<file path="config.mk">
export PLATFORM = sky130hd
export DESIGN_NAME = connection_close_state_tracker
export DESIGN_NICKNAME = d
export VERILOG_FILES = /design/src/sv/ccst_pkg.sv /design/src/sv/ccst_ram.sv /design/src/sv/connection_close_state_tracker.sv
export SDC_FILE = /design/constraint.sdc
export NUM_CORES = 2
export LEC_CHECK = 0
export BUFFER_PORTS_ARGS = -buffer_cell sky130_fd_sc_hd__buf_4
export CAP_MARGIN = 25
export CORE_MARGIN = 2
export CORE_UTILIZATION = 35
export DETAILED_ROUTE_END_ITERATION = 6
export PLACE_DENSITY = 0.52
export REMOVE_ABC_BUFFERS = 1
export SLEW_MARGIN = 10
export SYNTH_ARGS = -nofsm -noshare
export SYNTH_HDL_FRONTEND = slang
export SYNTH_SLANG_ARGS = --single-unit
</file>
<file path="constraint.sdc">
create_clock -name clk_i -period 37.8 [get_ports clk_i]
set_input_delay 3.78 -clock clk_i [delete_from_list [all_inputs] [get_ports clk_i]]
set_output_delay 3.78 -clock clk_i [all_outputs]
set_load 0.02 [all_outputs]
</file>
<file path="src/sv/ccst_pkg.sv">
`timescale 1ns / 1ps
// ----------------------------------------------------------------------------
// ccst_pkg - shared types for the connection close state tracker
// State and event codes, sent/received flag positions, table entry layout.
// ----------------------------------------------------------------------------
package ccst_pkg;

  localparam int CONN_W      = 8;
  localparam int CONNECTIONS = 256;
  localparam int ADDR_W      = $clog2(CONNECTIONS);

  typedef enum logic [3:0] {
    ST_INIT       = 4'd0,
    ST_LISTEN     = 4'd1,
    ST_ACTIVE     = 4'd2,
    ST_PCW1       = 4'd3,
    ST_PCW2       = 4'd4,
    ST_APPFIN     = 4'd5,
    ST_ACW1       = 4'd6,
    ST_ACW2       = 4'd7,
    ST_PEERFIN    = 4'd8,
    ST_PEERABORT  = 4'd9,
    ST_PROCABORT  = 4'd10,
    ST_CLOSED     = 4'd11
  } close_state_e;

  typedef enum logic [2:0] {
    OP_CLOSE   = 3'd0,
    OP_SHUT_WR = 3'd1,
    OP_PEER    = 3'd2,
    OP_ABORT   = 3'd3,
    OP_LOAD    = 3'd4
  } opcode_e;

  // sent flag bit positions
  localparam int TX_DW = 0;
  localparam int TX_CC = 1;
  localparam int TX_CA = 2;
  // received flag bit positions
  localparam int RX_CC = 0;
  localparam int RX_CA = 1;

  typedef struct packed {
    logic [3:0] state;
    logic [2:0] tx;
    logic [1:0] rx;
    logic       dead;
  } entry_t;

  localparam int ENTRY_W = $bits(entry_t);

  typedef struct packed {
    logic [2:0]        opcode;
    logic [CONN_W-1:0] connection;
    logic              rx_done_writing;
    logic              rx_conn_closed;
    logic              rx_conn_abort;
    logic              pending_rx_data;
    logic              killed;
    logic              released_locally;
    logic [3:0]        load_value;
  } event_t;

  typedef struct packed {
    logic [3:0] new_state;
    logic       send_message;
    logic       tx_done_writing;
    logic       tx_conn_closed;
    logic       tx_conn_abort;
    logic       broken_pipe;
    logic       shutdown_tcp;
    logic       free_connection;
    logic       release_tcp;
    logic       drop_reference;
    logic       state_changed;
  } result_t;

endpackage

</file>
<file path="src/sv/ccst_ram.sv">
`timescale 1ns / 1ps
// ----------------------------------------------------------------------------
// ccst_ram - generic single-write, single-read RAM
// One write port, one read port with registered read data.
// ----------------------------------------------------------------------------
module ccst_ram #(
  parameter int WIDTH = 8,
  parameter int DEPTH = 256
) (
  input  logic                     clk_i,
  input  logic                     we_i,
  input  logic [$clog2(DEPTH)-1:0] waddr_i,
  input  logic [WIDTH-1:0]         wdata_i,
  input  logic                     re_i,
  input  logic [$clog2(DEPTH)-1:0] raddr_i,
  output logic [WIDTH-1:0]         rdata_o
);

  logic [WIDTH-1:0] mem_q [DEPTH];
  logic [WIDTH-1:0] rdata_q;

  always_ff @(posedge clk_i) begin
    if (we_i) begin
      mem_q[waddr_i] <= wdata_i;
    end
    if (re_i) begin
      rdata_q <= mem_q[raddr_i];
    end
  end

  assign rdata_o = rdata_q;

endmodule

</file>
<file path="src/sv/connection_close_state_tracker.sv">
`timescale 1ns / 1ps
// ----------------------------------------------------------------------------
// connection_close_state_tracker - per-connection close state machine table
// Applies close events to a 256-entry table and reports the resulting
// state, close message flags and follow-up actions.
// ----------------------------------------------------------------------------
// Pipeline: an accepted request is registered in the input stage, its result in the result stage.
// Throughput: one request per cycle unless the output stalls; the table RAM is
//   read at accept and written back when the request advances, a write-back
//   register forwards the newest entry to a request on the same connection.
// Reset: entry valid bits clear at once, so every entry reads as INIT with
//   no flags; no clearing pass, the block is ready right after reset.
module connection_close_state_tracker
  import ccst_pkg::*;
(
  input  logic        clk_i,
  input  logic        rst_ni,
  input  logic        s_axis_tvalid_i,
  output logic        s_axis_tready_o,
  // [7:0] connection, [8] rx_done_writing, [9] rx_conn_closed,
  // [10] rx_conn_abort, [11] pending_rx_data, [12] killed,
  // [13] released_locally, [17:14] load_value, [23:18] zero
  input  logic [23:0] s_axis_tdata_i,
  // [2:0] opcode
  input  logic [2:0]  s_axis_tuser_i,
  output logic        m_axis_tvalid_o,
  input  logic        m_axis_tready_i,
  // [3:0] new_state, [4] send_message, [5] tx_done_writing,
  // [6] tx_conn_closed, [7] tx_conn_abort, [8] broken_pipe, [9] shutdown_tcp,
  // [10] free_connection, [11] release_tcp, [12] drop_reference,
  // [13] state_changed, [15:14] zero
  output logic [15:0] m_axis_tdata_o
);

  logic                   s1_valid_q;
  event_t                 s1_q;
  logic                   out_valid_q;
  result_t                out_q;
  logic [CONNECTIONS-1:0] valid_q;
  logic                   wb_valid_q;
  logic [ADDR_W-1:0]      wb_addr_q;
  entry_t                 wb_data_q;

  logic                   in_accept;
  logic                   advance;
  logic [ENTRY_W-1:0]     ram_rdata;
  logic [ADDR_W-1:0]      s1_addr;
  entry_t                 cur;
  entry_t                 nxt;
  result_t                res;

  assign advance         = s1_valid_q && (!out_valid_q || m_axis_tready_i);
  assign s_axis_tready_o = !s1_valid_q || advance;
  assign in_accept       = s_axis_tvalid_i && s_axis_tready_o;
  assign s1_addr         = s1_q.connection[ADDR_W-1:0];

  ccst_ram #(
    .WIDTH(ENTRY_W),
    .DEPTH(CONNECTIONS)
  ) u_table (
    .clk_i  (clk_i),
    .we_i   (advance),
    .waddr_i(s1_addr),
    .wdata_i(nxt),
    .re_i   (in_accept),
    .raddr_i(s_axis_tdata_i[ADDR_W-1:0]),
    .rdata_o(ram_rdata)
  );

  // newest copy of the entry: write-back register, else RAM, else reset value
  always_comb begin
    if (wb_valid_q && (wb_addr_q == s1_addr)) begin
      cur = wb_data_q;
    end else if (valid_q[s1_addr]) begin
      cur = entry_t'(ram_rdata);
    end else begin
      cur = '0;
    end
  end

  // event evaluation
  always_comb begin
    logic [3:0] st;
    logic [2:0] tx;
    logic [1:0] rx;
    logic       dead_m;
    logic [2:0] fc_tx;
    logic       half_closed;
    logic       sent_close;
    logic       dead;
    logic       anyrx;
    logic       send;
    logic       epipe;
    logic       shut;
    logic       fr;
    logic       reltcp;
    logic       drop;

    st     = cur.state;
    tx     = cur.tx;
    rx     = cur.rx;
    dead_m = cur.dead;
    send   = 1'b0;
    epipe  = 1'b0;
    shut   = 1'b0;
    fr     = 1'b0;
    reltcp = 1'b0;
    drop   = 1'b0;
    dead   = cur.dead || s1_q.released_locally;
    anyrx  = 1'b0;

    sent_close  = cur.tx[TX_CC] || cur.tx[TX_CA];
    half_closed = cur.tx[TX_DW] && !sent_close;
    fc_tx       = cur.tx;
    if (s1_q.pending_rx_data) begin
      fc_tx[TX_CA] = 1'b1;
    end else begin
      fc_tx[TX_CC] = 1'b1;
    end

    unique case (s1_q.opcode)
      OP_CLOSE: begin
        case (cur.state) inside
          ST_INIT: st = ST_CLOSED;
          ST_LISTEN: begin
            st   = ST_CLOSED;
            shut = 1'b1;
          end
          ST_ACTIVE: begin
            tx    = fc_tx;
            send  = !s1_q.killed;
            epipe = s1_q.killed;
            st    = ST_PCW1;
            shut  = 1'b1;
          end
          ST_APPFIN: begin
            if (half_closed) begin
              tx    = fc_tx;
              send  = !s1_q.killed;
              epipe = s1_q.killed;
            end
            st = ST_CLOSED;
          end
          ST_ACW1, ST_ACW2: begin
            tx    = fc_tx;
            send  = !s1_q.killed;
            epipe = s1_q.killed;
            if (cur.rx != 2'b00) begin
              st   = ST_CLOSED;
              drop = 1'b1;
            end else begin
              st = ST_PEERFIN;
            end
          end
          ST_PCW1, ST_PCW2: begin
            if (half_closed) begin
              tx    = fc_tx;
              send  = !s1_q.killed;
              epipe = s1_q.killed;
            end
          end
          ST_PROCABORT: begin
            tx[TX_CA] = 1'b1;
            send      = 1'b1;
            st        = ST_CLOSED;
          end
          ST_PEERABORT: begin
            st   = ST_CLOSED;
            drop = 1'b1;
          end
          default: ;
        endcase
      end
      OP_SHUT_WR: begin
        if (cur.state == ST_ACTIVE) begin
          tx[TX_DW] = 1'b1;
          send      = 1'b1;
          st        = ST_PCW1;
        end else if (cur.state == ST_ACW1) begin
          tx[TX_DW] = 1'b1;
          send      = 1'b1;
          st        = ST_ACW2;
        end
      end
      OP_PEER: begin
        rx[RX_CC] = cur.rx[RX_CC] || s1_q.rx_conn_closed;
        rx[RX_CA] = cur.rx[RX_CA] || s1_q.rx_conn_abort;
        anyrx     = rx[RX_CC] || rx[RX_CA];
        if (rx[RX_CA]) begin
          case (cur.state) inside
            ST_INIT, ST_ACTIVE, ST_ACW1: begin
              st   = ST_PROCABORT;
              drop = 1'b1;
            end
            ST_APPFIN: st = ST_PROCABORT;
            ST_PCW1, ST_PCW2: begin
              st   = half_closed ? ST_PROCABORT : ST_CLOSED;
              drop = 1'b1;
            end
            ST_ACW2, ST_PEERFIN, ST_PEERABORT: begin
              st   = ST_CLOSED;
              drop = 1'b1;
            end
            default: ;
          endcase
        end else begin
          case (cur.state) inside
            ST_INIT, ST_ACTIVE: st = ST_ACW1;
            ST_PCW1, ST_PCW2: begin
              if (cur.state == ST_PCW1 && s1_q.rx_done_writing) begin
                st = ST_PCW2;
              end
              if (anyrx) begin
                st   = (dead && sent_close) ? ST_CLOSED : ST_APPFIN;
                drop = 1'b1;
              end
            end
            ST_PEERFIN: begin
              if (anyrx) begin
                st   = ST_CLOSED;
                drop = 1'b1;
              end
            end
            default: ;
          endcase
        end
        if ((st != cur.state) && (st == ST_CLOSED) && dead) begin
          fr     = 1'b1;
          reltcp = 1'b1;
        end
      end
      OP_ABORT: begin
        case (cur.state) inside
          ST_ACTIVE, ST_ACW1, ST_ACW2: begin
            st   = ST_CLOSED;
            fr   = 1'b1;
            drop = 1'b1;
          end
          ST_PCW1, ST_PCW2, ST_PEERFIN: begin
            st     = ST_CLOSED;
            fr     = 1'b1;
            reltcp = 1'b1;
            drop   = 1'b1;
          end
          ST_PROCABORT, ST_APPFIN: begin
            st     = ST_CLOSED;
            fr     = 1'b1;
            reltcp = 1'b1;
          end
          default: ;
        endcase
        dead_m = 1'b1;
      end
      OP_LOAD: begin
        // out-of-range load keeps the state but still clears the flags
        if (s1_q.load_value <= ST_CLOSED) begin
          st = s1_q.load_value;
        end
        tx     = '0;
        rx     = '0;
        dead_m = 1'b0;
      end
      default: ;
    endcase

    nxt.state = st;
    nxt.tx    = tx;
    nxt.rx    = rx;
    nxt.dead  = dead_m;

    res.new_state       = st;
    res.send_message    = send;
    res.tx_done_writing = tx[TX_DW];
    res.tx_conn_closed  = tx[TX_CC];
    res.tx_conn_abort   = tx[TX_CA];
    res.broken_pipe     = epipe;
    res.shutdown_tcp    = shut;
    res.free_connection = fr;
    res.release_tcp     = reltcp;
    res.drop_reference  = drop;
    res.state_changed   = (st != cur.state);
  end

  // input stage
  always_ff @(posedge clk_i or negedge rst_ni) begin
    if (!rst_ni) begin
      s1_valid_q <= 1'b0;
    end else if (s_axis_tready_o) begin
      s1_valid_q <= s_axis_tvalid_i;
    end
  end

  always_ff @(posedge clk_i) begin
    if (in_accept) begin
      s1_q.opcode           <= s_axis_tuser_i;
      s1_q.connection       <= s_axis_tdata_i[7:0];
      s1_q.rx_done_writing  <= s_axis_tdata_i[8];
      s1_q.rx_conn_closed   <= s_axis_tdata_i[9];
      s1_q.rx_conn_abort    <= s_axis_tdata_i[10];
      s1_q.pending_rx_data  <= s_axis_tdata_i[11];
      s1_q.killed           <= s_axis_tdata_i[12];
      s1_q.released_locally <= s_axis_tdata_i[13];
      s1_q.load_value       <= s_axis_tdata_i[17:14];
    end
  end

  // result stage, entry valid bits and write-back forwarding register
  always_ff @(posedge clk_i or negedge rst_ni) begin
    if (!rst_ni) begin
      out_valid_q <= 1'b0;
      valid_q     <= '0;
      wb_valid_q  <= 1'b0;
    end else begin
      if (advance) begin
        out_valid_q      <= 1'b1;
        valid_q[s1_addr] <= 1'b1;
        wb_valid_q       <= 1'b1;
      end else if (m_axis_tready_i) begin
        out_valid_q <= 1'b0;
      end
    end
  end

  always_ff @(posedge clk_i) begin
    if (advance) begin
      out_q     <= res;
      wb_addr_q <= s1_addr;
      wb_data_q <= nxt;
    end
  end

  assign m_axis_tvalid_o = out_valid_q;
  assign m_axis_tdata_o  = {2'b00,
                            out_q.state_changed,
                            out_q.drop_reference,
                            out_q.release_tcp,
                            out_q.free_connection,
                            out_q.shutdown_tcp,
                            out_q.broken_pipe,
                            out_q.tx_conn_abort,
                            out_q.tx_conn_closed,
                            out_q.tx_done_writing,
                            out_q.send_message,
                            out_q.new_state};

  // forwarded entry always has its valid bit set
  a_wb_marked_valid: assert property (@(posedge clk_i) disable iff (!rst_ni)
    wb_valid_q |-> valid_q[wb_addr_q])
    else $error("write-back entry not marked valid");

  // a request is refused only when both stages are full and the output stalls
  a_ready_only_on_stall: assert property (@(posedge clk_i) disable iff (!rst_ni)
    !s_axis_tready_o |-> (s1_valid_q && out_valid_q && !m_axis_tready_i))
    else $error("request refused without backpressure");

  // a refused final close never sends a message
  a_epipe_no_send: assert property (@(posedge clk_i) disable iff (!rst_ni)
    out_valid_q |-> !(out_q.broken_pipe && out_q.send_message))
    else $error("broken pipe with close message");

  // freeing the connection only ever happens on the way to CLOSED
  a_free_closed: assert property (@(posedge clk_i) disable iff (!rst_ni)
    (out_valid_q && out_q.free_connection) |-> (out_q.new_state == ST_CLOSED))
    else $error("connection freed outside CLOSED");

endmodule
</file>
**Yosys cells after proc, flatten, opt, wreduce, memory -nomap -nowiden**

Memory sizes are Yosys's and may differ from the RTL's. A register that Yosys moved wholly into a read port is not among the register bits.
Index checks and enable logic that the tools add are counted.

- Word-level logic and storage cells: 194
- Bits of input ports: 31
- Memories kept: 1
- Register bits: 308
- Output and inout port bits: 18
- Memory bits (writable): 2560

- Bitwise operators: 2
- Muxes and demuxes: 108
- Reductions and logical operators: 34
- Eq/ne operators: 18
- Order comparisons: 3

Memories:

| memory | depth | bits a word | rd ports | clocked after Yosys merged registers in | write ports | RTL line | text |
|---|---|---|---|---|---|---|---|
| u_table.mem_q | 256 | 10 | 1 | 1 | 1 | ccst_ram.sv:19 | `logic [WIDTH-1:0] mem_q [DEPTH];` |

Operator list:

| cell | count |
|---|---|
| 256-bit OR | 1 |
| 4-bit 2-to-1 mux | 27 |
| 1-bit 2-to-1 mux | 60 |
| 10-bit 2-to-1 mux | 2 |
| 4-bit one-hot mux with 5 select lines | 1 |
| 4-bit by 3-bit equality test with 1-bit output (second input constant) | 4 |
| 4-bit equality test (second input constant) | 4 |
| 3-bit OR reduction | 5 |
| 2-bit 2-to-1 mux | 7 |
| 2-bit OR reduction | 5 |
| 1-bit logical AND | 9 |
| 8-bit by 9-bit < comparator with 1-bit output (second input constant) | 1 |
| 1-bit binary-select mux with 8-bit select | 1 |
| 1-bit demux with 8-bit select | 1 |
| 4-bit by 2-bit equality test with 1-bit output (second input constant) | 2 |
| 8-bit equality test | 1 |
| 8-bit by 1-bit greater-or-equal comparator with 1-bit output (second input constant) | 1 |
| 4-bit != test | 2 |
| 1-bit one-hot mux with 2 select lines | 4 |
| 2-bit one-hot mux with 2 select lines | 2 |
| 1-bit logical OR | 7 |
| 3-bit by 2-bit equality test with 1-bit output (second input constant) | 2 |
| 1-bit one-hot mux with 3 select lines | 2 |
| 4-bit by 1-bit equality test with 1-bit output (second input constant) | 1 |
| other kinds (9) | 13 |

**Logic depth before layout (Yosys ltp)**

- Depth after elaboration: 18
- Gate-level depth with buffers: 18
- Mapped depth without buffers: 13

**Cells and area by module**

A second synthesis with hierarchy kept.

- Cell total of the unflattened synthesis: 5833
- Area, all modules: 113687.8 um2

By module, submodules not included:

| module | area each (um2) | times used | sequential area each (um2) | cells each |
|---|---|---|---|---|
| ccst_ram | 99354.0 | 1 | 77174.0 | 4642 |
| connection_close_state_tracker | 14333.7 | 1 | 7862.5 | 1191 |

**Least setup slack after synthesis**

Ideal clock, no wire load.

- Path type: register to register
- Start point: reg s1_q (netlist bit s1_addr[1])
- End point: mem u_table.mem_q[0][9] (netlist bit), data pin
- Clock period less this slack: 14.864 ns
- Buffers on the path: 4
- Library setup time: 2.194 ns
- Data required time: 35.606 ns
- Cell stages (with the launch flop): 15
- Data arrival time: 12.670 ns
- Slack: 22.936 ns
- Path through: edfxtp_1 -> buf_6 -> buf_4 -> buf_4 -> xnor2_1 -> nand4_1 -> nor3_1 -> clkbuf_1 -> nand2_1 -> a21boi_4 -> a21boi_0 -> a21oi_1 -> o22ai_1 -> a21oi_1 -> o21ai_0

RTL lines:

| element | RTL line | text |
|---|---|---|
| start, declared | connection_close_state_tracker.sv:36 | `event_t s1_q;` |
| end, declared | ccst_ram.sv:19 |  |

==> results.ini <==
[clock_network]
tritoncts=done
root_buffer=sky130_fd_sc_hd__clkbuf_16
cts_resized=0
ctsHoldBuffers=0
clock_latency_ns=0.96
clock-sinks=2875
path_clk_slew_ns=0.06
post_cts_buffers=0
numCtsBuffers=318
max-clock-path-buffers=4
cts_max_level=5

[floorplanning]
num_rows=207
core_sq_um=318000
floorplan.io_pins=49
die-height_um=569
die_width_um=569
initial_core_utilization_pct=35.1
total_die_area_sq_um=324000

[timing]
final.period_utilization_pct=24.2
setup_viol=0
timing.clock.skew_ns=0.0673
final.setup.tns_ns=0
max_clock_freq_mhz=110
worst_slew_margin_rel_pct=8.82
unrepaired_setup_endpoints_after_global_routing=false
hold-worst-slack_ns=0.456
min_period_ns=9.13
setup_slack_after_layout_ns=28.67
finalMaxSlewViolations=0
number_of_hold_slack_violations_in_the_final_timing_report=0
timing_worst_slew_pin_value_ns=1.37

[power_and_ir_drop]
pwr-share-seq_pct=51.5
combinationalPowerShare_pct=6.4
power_density_nw_per_um2=54.0
power_leakage_nw=42.8
switching_power_mw=1.53
cell_internal_pwr_mw=5.44
power.clock.fraction_pct=42.1
power.switching_fraction_pct=21.9
vdd_drop_max_mv=0.0467

[yosys]
synth_simple_gate_area_share_pct=3.04
ys_dominant_reg_cell=sky130_fd_sc_hd__edfxtp_1
yosys.cell_count.top_type=sky130_fd_sc_hd__edfxtp_1
synth.area.mux_share_pct=18.7
synth-adder-area-share_pct=0
asyncSetResetFlopFracSynth_pct=9.01
netlist_top_cells_area=sky130_fd_sc_hd__edfxtp_1 70%, sky130_fd_sc_hd__mux4_2 18%, sky130_fd_sc_hd__dfrtp_1 5.8%
ys_types=75
post_synth_xor_xnor_area_pct=0.0784
synth_top_area_cell=sky130_fd_sc_hd__edfxtp_1
synth.yosys.seq_area_share_pct=76.1
synth_top_family_by_area=multiplexers
post_synth_most_frequent_cells=2616 x sky130_fd_sc_hd__edfxtp_1, 898 x sky130_fd_sc_hd__mux4_2, 295 x sky130_fd_sc_hd__nor2_1
synth_cells=4930
synth_edf_count=2616
synth_largest_type_area_fraction_pct=70.3
synth_area_per_cell_sq_um=22.7
synthesis.area_sq_um=112000
synth_compound_area_share_pct=0.943
ys_ff_latch=2875
yosys_warnings=0

[global_routing]
grt.met2_usage_pct=28.8
global_route.usage.total_pct=17.8
grt_first_pass_wirelength_um=410000
grt_busiest_layer=met2
grt_use_met3_pct=3.12
met1_usage_pct=25.0
grt_pass1_vias=53700
largest_net_degree_at_the_start_of_global_routing=258
gr-total-overflow=0
grt_antenna_before_repair=30

[drt]
drtIter0Drc=5307
drc_errors=0
drt.antenna.violating_nets=0
avg_wl_per_cell_um=29.5
detail_route.first_pass.iterations=7
avgViaCountPerCell=5.33
routed-via-count=52200
wl_um=289000

[place]
portBuffers=40
number_of_placed_cells_counting_well_taps=9193
post-dp-hpwl_um=178000
preCtsSetupSlack_ns=27.45
global_placement_routability_congestion=0.838

[finish]
final.fill_count=27600
final_design_utilization_pct=40.6
final_cell_count_no_fill=9789
layout-area-overhead-vs-synth_pct=15.5
layout.area.seq_sq_um=85000
layout-drive-gt1-share_pct=36.1
multi_input_comb_area_sq_um=25600
finalNetCount=5397

[worst_hold_path]
timing.hold.worst.start=valid_q[181]$_DFFE_PN0P_
min-delay-path-class=flop to flop
holdPathEnd=valid_q[181]$_DFFE_PN0P_
worstHoldPathCells=1

[setup_path]
worstPathRequired_ns=38.48
end_kind=flop
crit_type=input pin to flop
worstRegToRegCells=16
r2r_setup_slack_ns=30.08
worstPathArrival_ns=9.81
worst_r2r_startpoint=s1_addr[1]$_DFFE_PP_
capturing_point_of_the_worst_reg2reg_path=u_table.mem_q[238][7]$_DFFE_PP_
critical_path_peak_fanout=87
worstSetupStartpointType=input pin

[outcome]
outcome=finished clean

[run]
maxCapViolCount=0

## state kept, by name, summed over array words and instances (netlist names)
signal	flops
wb_data_q	9
m_axis_tvalid_o	1
s1_q	13
u_table.rdata_o	10
s1_valid_q	1
u_table.mem_q	2560
wb_valid_q	1
valid_q	256
m_axis_tdata_o	8
wb_addr_q	8
s1_addr	8
## critical path, stage by stage
cell and delay, ns:
sky130_fd_sc_hd__buf_8 0.45, sky130_fd_sc_hd__buf_4 0.77, sky130_fd_sc_hd__buf_12 0.65, sky130_fd_sc_hd__buf_4 0.71, sky130_fd_sc_hd__buf_4 0.78, sky130_fd_sc_hd__mux4_2 0.62
sky130_fd_sc_hd__mux4_2 0.58, sky130_fd_sc_hd__mux4_2 0.65, sky130_fd_sc_hd__mux4_2 0.50
## metrics by stage
stage          instance area (sq um)  total power, mW
6_report                      129000             6.96
5_1_grt                       129000             7.18
4_1_cts                       129000             7.04
3_5_place_dp                  119000             4.10
3_3_place_gp                  118000             4.09
2_1_floorplan                 111000             3.92
## how the worst max path moves through the flow
stage,start,end,slack [ns]
after global placement,s_axis_tdata_i[0],u_table.rdata_o[4]$_DFFE_PP_,27.44
after global routing,s_axis_tdata_i[0],u_table.rdata_o[4]$_DFFE_PP_,28.20
final,s_axis_tdata_i[0],u_table.rdata_o[4]$_DFFE_PP_,28.67
after detailed placement,s_axis_tdata_i[0],u_table.rdata_o[4]$_DFFE_PP_,27.45
after floorplan,s1_addr[1]$_DFFE_PP_,u_table.mem_q[0][9]$_DFFE_PP_,20.85
after CTS,s_axis_tdata_i[0],u_table.rdata_o[4]$_DFFE_PP_,28.47
## kinds of logic after synthesis
family | after synthesis
AOI/OAI and AO/OA | 138
xor gates and xnor gates | 10
buffers and inverters | 275
DFF | 2875
muxes | 947
other | 1
and+or+nand+nor | 684
## power by group through the flow
stage / Clock, mW / Sequential, mW / Combinational [mW]
2_1_floorplan: 0 / 3.70 / 0.218
4_1_cts: 3.00 / 3.58 / 0.453
3_3_place_gp: 0 / 3.65 / 0.441
3_5_place_dp: 0 / 3.65 / 0.452
5_1_grt: 3.12 / 3.58 / 0.478
6_report: 2.93 / 3.58 / 0.448
## area by class of cell
cell class | count | area share, %
diodes | 6 | 0.0116
clock buffers | 414 | 6.67
clock inverters | 143 | 0.881
inverters | 7 | 0.0204
multi-input cells | 1781 | 19.9
flip-flops and latches | 2875 | 65.9
well taps | 4180 | 4.05
repair buffers | 383 | 2.60
## layout by cell type, fill, tap and decap left out, types with 5 or more instances in the layout
cell type	synthesis	final
sky130_fd_sc_hd__mux2i_1	27	27
sky130_fd_sc_hd__diode_2	0	6
sky130_fd_sc_hd__mux4_1	12	12
sky130_fd_sc_hd__or2_2	261	261
sky130_fd_sc_hd__a21oi_1	24	20
sky130_fd_sc_hd__o21bai_1	5	5
sky130_fd_sc_hd__clkbuf_1	170	74
sky130_fd_sc_hd__a22oi_1	11	11
sky130_fd_sc_hd__buf_8	0	5
sky130_fd_sc_hd__buf_6	11	48
sky130_fd_sc_hd__dfrtp_1	259	259
sky130_fd_sc_hd__nand3_1	15	11
sky130_fd_sc_hd__nor2b_1	11	11
sky130_fd_sc_hd__nor3_1	8	7
sky130_fd_sc_hd__o221ai_1	7	7
sky130_fd_sc_hd__clkbuf_16	0	324
sky130_fd_sc_hd__mux2_2	10	10
sky130_fd_sc_hd__xnor2_1	9	9
sky130_fd_sc_hd__inv_6	0	5
sky130_fd_sc_hd__nand2b_1	9	9
sky130_fd_sc_hd__clkbuf_8	0	17
sky130_fd_sc_hd__clkinv_1	0	61
sky130_fd_sc_hd__buf_4	15	313
sky130_fd_sc_hd__a31oi_1	6	6
sky130_fd_sc_hd__buf_16	0	7
sky130_fd_sc_hd__clkinvlp_4	0	5
sky130_fd_sc_hd__buf_12	1	9
sky130_fd_sc_hd__bufinv_16	0	17
sky130_fd_sc_hd__clkinv_2	0	50
sky130_fd_sc_hd__mux4_2	898	898
sky130_fd_sc_hd__inv_1	7	7
sky130_fd_sc_hd__edfxtp_1	2616	2616
sky130_fd_sc_hd__nor2_1	295	284
sky130_fd_sc_hd__o21ai_0	23	20
sky130_fd_sc_hd__o22ai_1	12	11
sky130_fd_sc_hd__nand2_1	58	58
sky130_fd_sc_hd__nor2_2	0	9
## per-layer routing
metal	vias up	share of wire (%)
li1	21500	-
met1	28800	43
met2	1564	49
met3	348	5.8
met4	0	2.1
met5	-	0
Power figures use the tool's default switching activity.
